[config.mk]
export PLATFORM = sky130hd
export DESIGN_NAME = insertion_sorter
export DESIGN_NICKNAME = d
export VERILOG_FILES = /design/src/rtl/isort_pkg.sv /design/src/rtl/isort_cell.sv /design/src/rtl/insertion_sorter.sv
export VERILOG_INCLUDE_DIRS = /design/src /design/src/rtl
export SDC_FILE = /design/constraint.sdc
export NUM_CORES = 2
export LEC_CHECK = 0
export ABC_CLOCK_PERIOD_IN_PS = 5700
export BUFFER_PORTS_ARGS = -buffer_cell sky130_fd_sc_hd__buf_4
export CORE_ASPECT_RATIO = 0.5
export CORE_MARGIN = 1.5
export CORE_UTILIZATION = 65
export DETAILED_ROUTE_END_ITERATION = 12
export GPL_ROUTABILITY_DRIVEN = 0
export PLACE_DENSITY = 0.84
export SLEW_MARGIN = 0
export SYNTH_ARGS = -nofsm -noshare
export SYNTH_HDL_FRONTEND = slang
export SYNTH_HIERARCHICAL = 1
export SYNTH_SLANG_ARGS = --single-unit
[constraint.sdc]
create_clock -name clk -period 5.7 [get_ports clk]
set_input_delay 0.57 -clock clk [delete_from_list [all_inputs] [get_ports clk]]
set_output_delay 0.57 -clock clk [all_outputs]
set_load 0.05 [all_outputs]
[src/rtl/insertion_sorter_defines.svh]
// Assertion macros shared by the insertion sorter RTL.
`ifndef INSERTION_SORTER_DEFINES_SVH
`define INSERTION_SORTER_DEFINES_SVH

// Same-cycle implication, sampled on clk, muted during rst.
`define ISORT_ASSERT_NOW(label, ante, cons, msg) \
  label: assert property (@(posedge clk) disable iff (rst) (ante) |-> (cons)) else $error(msg);

// Next-cycle implication, sampled on clk, muted during rst.
`define ISORT_ASSERT_NEXT(label, ante, cons, msg) \
  label: assert property (@(posedge clk) disable iff (rst) (ante) |=> (cons)) else $error(msg);

`endif

[src/rtl/isort_pkg.sv]
// Shared types and constants for the insertion sorter.
package isort_pkg;

  localparam int DATA_W = 32;

  // What one cell shows to its neighbours.
  typedef struct packed {
    logic signed [DATA_W-1:0] data;
    logic                     occ;  // cell holds a value
    logic                     gt;   // held value is above the incoming one
  } link_t;

  // Broadcast control from the top level to every cell.
  typedef struct packed {
    logic                     ins;    // insert value this cycle
    logic                     shift;  // move contents one place towards cell 0
    logic signed [DATA_W-1:0] value;
  } ctl_t;

endpackage

[src/rtl/isort_cell.sv]
// One compare-and-shift cell of the sorting chain.
module isort_cell
  import isort_pkg::*;
(
  input  logic  clk,
  input  logic  rst,
  input  ctl_t  ctl,
  input  link_t left,
  input  link_t right,
  output link_t self
);

  logic signed [DATA_W-1:0] data;
  logic                     occ;
  logic                     gt;
  logic                     take;

  // Strict compare keeps equal values in arrival order.
  assign gt   = occ && (ctl.value < data);
  // Take a value if ours moves up, or if we are the first free slot.
  assign take = gt || (!occ && left.occ);

  always_ff @(posedge clk) begin
    if (rst) begin
      occ <= 1'b0;
    end else if (ctl.ins && take) begin
      occ <= 1'b1;
    end else if (ctl.shift) begin
      occ <= right.occ;
    end
  end

  always_ff @(posedge clk) begin
    if (ctl.ins && take) begin
      data <= left.gt ? left.data : ctl.value;
    end else if (ctl.shift) begin
      data <= right.data;
    end
  end

  assign self = '{data: data, occ: occ, gt: gt};

endmodule

[src/rtl/insertion_sorter.sv]
// Insertion sorter top level: chain of compare-and-shift cells plus drain control.
//
// Input stream (s_axis_*): one signed 32-bit value per request in tdata, tlast
// marks the final value of a set. While loading, tready is high and one value
// is taken every cycle; each value lands in its sorted place in the cell chain
// in the same cycle (all cells compare in parallel, larger values step up one
// cell). Values beyond MAX_ITEMS are dropped and the set is marked overflowed.
// Output stream (m_axis_*): after the request with tlast, the set is emitted
// in ascending order from cell 0, one value per cycle while the receiver is
// ready; tlast marks the final value, tuser carries the overflow flag on every
// value of the set. The first output is valid the cycle after the last input.
// The chain shifts towards cell 0 only on an accepted output, so a stalled
// receiver simply holds the current value. While draining, tready on the input
// is low. Equal values leave in arrival order.
// Reset (rst, synchronous) empties every cell, clears the overflow flag and
// returns the block to loading; no clearing pass is needed.
module insertion_sorter
  import isort_pkg::*;
#(
  parameter int MAX_ITEMS = 16
) (
  input  logic              clk,
  input  logic              rst,
  input  logic              s_axis_tvalid,
  output logic              s_axis_tready,
  input  logic [DATA_W-1:0] s_axis_tdata,   // [31:0] value
  input  logic              s_axis_tlast,   // last_in
  output logic              m_axis_tvalid,
  input  logic              m_axis_tready,
  output logic [DATA_W-1:0] m_axis_tdata,   // [31:0] sorted_value
  output logic              m_axis_tlast,   // last_out
  output logic              m_axis_tuser    // [0] overflow
);

`include "insertion_sorter_defines.svh"

  typedef enum logic {S_LOAD, S_DRAIN} state_t;

  localparam link_t HEAD_LINK = '{data: '0, occ: 1'b1, gt: 1'b0};
  localparam link_t TAIL_LINK = '{data: '0, occ: 1'b0, gt: 1'b0};

  state_t                 state;
  logic                   dropped;
  ctl_t                   ctl;
  link_t                  lk [MAX_ITEMS];
  logic [MAX_ITEMS-1:0]   occ_vec;
  logic                   in_acc;
  logic                   out_acc;
  logic                   full;

  assign in_acc  = s_axis_tvalid && s_axis_tready;
  assign out_acc = m_axis_tvalid && m_axis_tready;
  assign full    = occ_vec[MAX_ITEMS-1];

  assign ctl = '{ins: in_acc && !full, shift: out_acc, value: $signed(s_axis_tdata)};

  // Cell chain: cell 0 sees a permanently occupied, never-shifting head;
  // the top cell sees an empty tail.
  for (genvar i = 0; i < MAX_ITEMS; i++) begin : g_cell
    link_t left_in;
    link_t right_in;
    if (i == 0) begin : g_head
      assign left_in = HEAD_LINK;
    end else begin : g_mid_l
      assign left_in = lk[i-1];
    end
    if (i == MAX_ITEMS-1) begin : g_tail
      assign right_in = TAIL_LINK;
    end else begin : g_mid_r
      assign right_in = lk[i+1];
    end
    isort_cell u_cell (
      .clk   (clk),
      .rst   (rst),
      .ctl   (ctl),
      .left  (left_in),
      .right (right_in),
      .self  (lk[i])
    );
    assign occ_vec[i] = lk[i].occ;
  end

  // Load / drain sequencing and the per-set overflow flag.
  always_ff @(posedge clk) begin
    if (rst) begin
      state   <= S_LOAD;
      dropped <= 1'b0;
    end else begin
      case (state)
        S_LOAD: begin
          if (in_acc && full) begin
            dropped <= 1'b1;
          end
          if (in_acc && s_axis_tlast) begin
            state <= S_DRAIN;
          end
        end
        S_DRAIN: begin
          if (out_acc && m_axis_tlast) begin
            state   <= S_LOAD;
            dropped <= 1'b0;
          end
        end
        default: begin
          state <= S_LOAD;
        end
      endcase
    end
  end

  assign s_axis_tready = (state == S_LOAD);
  assign m_axis_tvalid = (state == S_DRAIN) && occ_vec[0];
  assign m_axis_tdata  = lk[0].data;
  assign m_axis_tlast  = !occ_vec[1];
  assign m_axis_tuser  = dropped;

  // Occupied cells always form an unbroken run from cell 0.
  `ISORT_ASSERT_NOW(a_occ_contiguous, 1'b1,
    (occ_vec & (occ_vec + MAX_ITEMS'(1))) == '0, "cell occupancy not contiguous")
  // A drain always has at least one value to give.
  `ISORT_ASSERT_NOW(a_drain_nonempty, state == S_DRAIN, occ_vec[0],
    "draining with empty chain")
  // Final output leaves the chain empty.
  `ISORT_ASSERT_NEXT(a_empty_after_set, out_acc && m_axis_tlast, occ_vec == '0,
    "chain not empty after final output")
  // Overflow is raised only by a request arriving at a full chain.
  `ISORT_ASSERT_NOW(a_drop_when_full, $rose(dropped), $past(full) && $past(in_acc),
    "overflow set without a full chain")

endmodule

Word level (Yosys, flattened, before mapping)
Cells that the tools add are included.
{ "op_classes": {"n_lt_le_gt_ge": 16, "n_eq_ne": 2, "n_mux": 85, "bitwise": 1, "reduce_logical": 103} }
{ "ops": {"columns": ["op", "count"], "rows": [
  ["2-to-1 mux 32 bit", 47],
  ["less-than comparator 32 bit", 16],
  ["logical AND 1 bit", 54],
  ["2-to-1 mux 1 bit", 36],
  ["nonzero test 2 bit", 16],
  ["zero test 1 bit", 16],
  ["logical OR 1 bit", 16],
  ["inequality test 2 x 1 -> 1 bit, second input constant", 2],
  ["one-hot mux 1 bit (2 select lines)", 2],
  ["AND reduction 2 bit", 1],
  ["NOT 1 bit", 1]
]} }
{ "totals": {"register_bits": 530, "in_bits": 37, "output_inout_bits": 36, "word_cells": 241} }

Logic depth before layout (Yosys ltp)
{ "logic_depth": {"ltp_word": 5, "ltp_mapped": 13, "depth_no_buf": 10} }

Hierarchy
The synthesis kept the hierarchy.
{ "by_module_without_submodules": {"columns": ["module", "instances", "cells_each", "area_each_um2", "seq_area_each_um2"], "rows": [
  ["isort_cell", 16, 228, 2753.9, 980.9],
  ["insertion_sorter", 1, 15, 121.4, 40.0]
]} }

Worst setup path before layout
Ideal clock, no wire load.
{ "synth_timing": {"kind": "input to register", "startpoint": "input port s_axis_tvalid", "endpoint": "register g_cell[0].u_cell.data[0] (enable)", "setup_time_ns": 0.375, "t_arrival_ns": 4.764, "setup_slack_ns": 0.561, "cell_stages": 5, "n_path_buf": 1, "cell_sequence": "nor3b_1 nand3_1 o311ai_4 buf_6 or2_2"} }
{ "synth_via": {"elab_chain_len": 4} }
{ "synth_rtl": {"columns": ["item", "line", "source"], "rows": [
  ["start, declared", "insertion_sorter.sv:24", "input logic s_axis_tvalid,"],
  ["logical AND 1 bit", "insertion_sorter.sv:51", "assign in_acc = s_axis_tvalid && s_axis_tready;"],
  ["logical AND 1 bit", "insertion_sorter.sv:55", "assign ctl = '{ins: in_acc && !full, shift: out_acc, value: $signed(s_axis_tdata)};"],
  ["logical AND 1 bit", "isort_cell.sv:34", "if (ctl.ins && take) begin"],
  ["nonzero test 2 bit (no source line)", null, null],
  ["end signal, assigned", "isort_cell.sv:35", "data <= left.gt ? left.data : ctl.value;"],
  ["end signal, assigned", "isort_cell.sv:37", "data <= right.data;"],
  ["end, declared", "isort_cell.sv:13", "logic signed [DATA_W-1:0] data;"]
]} }
No other way between the ends.
A chain may end at the register's enable or synchronous reset.

==> Flow_metrics.wiki <==
{| class="wikitable"
! Metric !! Value
|-
| Run status || finished, final reports clean
|-
| Achievable clock frequency || 251.1 MHz
|-
| Peak ir drop on the vdd network || 0.0002036 V
|-
| Total negative setup slack || 0 ns
|-
| Post-Place Cell Area || 45,490 µm²
|-
| Fin crit period || 3.983 ns
|-
| Initial DRC count || 2,574
|-
| Data required time at the worst endpoint || 6.06 ns
|-
| Fill cell count || 4,331
|-
| Die X-Extent || 371.6 µm
|-
| Area of the die || 69,600 µm²
|-
| Fraction of final layout cells with drive strength greater than 1 || 36.26%
|-
| Endpoint of the lowest-slack register-to-register path || g_cell[3].u_cell/data[22]
|-
| Category of the worst setup path launch point || flip-flop
|-
| Number of max-capacitance violations reported || 0
|-
| Post-CTS Hold Fix Bufs || 0
|-
| Final setup skew || 0.009605 ns
|-
| Worst Max-Slew Pin Slew || 1.208 ns
|-
| Setup ws final || 1.717 ns
|-
| Area occupied by multi-input gates || 25,780 µm²
|-
| Data arrival time of the critical path || 4.34 ns
|-
| Instance count of the mapped netlist || 3,659
|-
| Post-CTS setup buffer count || 0
|-
| Starting Density || 65.84%
|-
| Non-Filler Cell Area, Final || 47,150 µm²
|-
| Worst reg2reg path startpoint || g_cell[2].u_cell/data[31]
|-
| Leak Pwr || 20.00 nW
|-
| Worst hold slack across all endpoints || 0.2730 ns
|-
| Num rows || 67
|-
| Antenna diode instance count || 0
|-
| Number of pins with negative max-slew slack in the final report || 0
|-
| HP Start || s_axis_tvalid
|-
| Pin count of the biggest net entering global routing || 35
|-
| Dpl ws || 1.316 ns
|-
| Via density per instance || 6.308
|-
| Number of sinks handled by clock tree synthesis || 530
|-
| Instance count along the most critical hold path || 3
|-
| Power density over cell area || 199.1 nW/µm²
|-
| Clock transition time at the flip-flop clock pins of the worst setup and hold paths || 0.06 ns
|-
| Root Buffer || clkbuf_16
|-
| Crit path capture type || flip-flop
|-
| Initial DRT Pass Iterations || 6
|-
| Via count of the first global-routing pass || 30,110
|-
| Path class of the lowest-slack min-delay path || in2reg
|-
| Post-CTS sizing || 0
|-
| Sequential cell area || 15,740 µm²
|-
| Register-to-register setup slack || 1.72 ns
|-
| Gr ovfl total || 0
|-
| Post-detailed-route count of antenna-violating nets || 0
|-
| CTS Buf Count || 52
|-
| Peak fanout along the critical path || 23
|-
| DP HPWL || 77,210 µm
|-
| Signed area change from the synthesized netlist to the final layout || 6.783%
|-
| Hold Vio Cnt, Final || 0
|-
| Routed wire per std cell || 21.73 µm
|-
| Final period utilization || 69.88%
|-
| Worst skew pair latency || 0.62 ns
|-
| Num ports || 73
|-
| Die Y || 187.3 µm
|-
| Overall routed net length || 102,200 µm
|-
| Final Setup Violations || 0
|-
| Aggregate global-route resource usage || 28.86%
|-
| Category of the most critical setup path || reg2reg
|-
| RSZ-0062 raised after global routing || no
|-
| Area inside the core boundary || 67,060 µm²
|-
| Global-route wire length before repair || 162,600 µm
|-
| Final net count || 4,298
|-
| Remaining max-slew budget at the tightest pin || 19.14%
|-
| Vias after detailed routing || 29,670
|-
| Depth of the worst register-to-register path || 11
|-
| Netlist area before placement || 44,160 µm²
|-
| H-tree depth || 2
|-
| Synthesized area per cell || 12.07 µm²
|-
| Buffer depth of the longest clock path || 3
|-
| DRC || 0
|-
| Clock tree from TritonCTS || built
|-
| WHS Endpoint || m_axis_tuser
|-
| Count of yosys warnings during synthesis || 6
|-
| Initial antenna violation count || 0
|-
| Quantity of I/O buffers inserted on ports || 72
|}
[flip-flops by register name, summed over array words and instances, names as in the netlist]
name / cells
g_cell.u_cell/data: 512
g_cell.u_cell/occ: 16
m_axis_tuser: 1
state: 1
[metal layers]
layer  vias up  part of all wire [%]  global-route usage, %
met4         0                   2.3                  8.083
met2      1035                    46                  46.30
li1      13690                     -                      -
met5         -                     0                      0
met1     14770                    45                  40.99
met3       168                   6.7                  3.705
[worst max-delay path: stages (launching register included)]
cell	delay (ns)
edfxtp_1	0.40
inv_1	0.06
ha_1	0.39
nand4_1	0.21
nor4_1	0.52
and3_2	0.28
a22o_2	0.20
or3_2	0.13
and3_1	0.48
buf_4	0.39
mux2_2	0.39
mux2_4	0.26
[area by class of cell]
class	count	area share, %
Clock inverter	25	0.4060
Timing Repair Buffer	130	2.070
Sequential cell	530	33.37
Clock buffer	70	3.118
Tap cell	897	2.380
Multi-Input combinational cell	2552	54.68
Inverter	499	3.972
[where the power goes]
part,total (W),switching [W],internal [W]
clock,0.00350,0.00156,0.00193
sequential,0.00443,0.0000812,0.00435
combinational,0.00146,0.000806,0.000657
total,0.00939,0.00245,0.00694
[through the flow]
step                      cells  total power [W]  utilization (%)
final                      4703         0.009389            70.31
after global routing       4703         0.009700            70.31
after floorplan            3724         0.005483                -
after global placement     4608         0.005837            67.83
after detailed placement   4608         0.005932            67.83
after CTS                  4703         0.009395            70.31
[worst max path at each step]
stage / from / endpoint / slack [ns] / depth (start not counted)
2_1_floorplan: s_axis_tvalid / g_cell[0].u_cell/data[0] / 0.56 / 5
3_3_place_gp: s_axis_tdata[31] / g_cell[4].u_cell/data[7] / 1.43 / 12
3_5_place_dp: s_axis_tdata[31] / g_cell[4].u_cell/data[0] / 1.32 / 12
4_1_cts: g_cell[2].u_cell/data[31] / g_cell[3].u_cell/data[22] / 1.75 / 11
5_1_grt: g_cell[2].u_cell/data[31] / g_cell[3].u_cell/data[22] / 1.53 / 11
6_report: g_cell[2].u_cell/data[31] / g_cell[3].u_cell/data[22] / 1.72 / 11
[layout by cell type, fill, tap and decap left out, types with 18 or more instances in the layout]
cell and count:
nand3_1 32, edfxtp_1 512, ha_1 496, mux2_4 448
conb_1 67, mux2_2 592, o21ai_0 79, nand2_1 176
nor2_1 48, inv_1 499, buf_4 130, dfxtp_1 18
nand4_1 80, o21a_1 48, clkbuf_16 53, a21oi_1 193
Note: power is estimated with default switching activity, not from simulation.
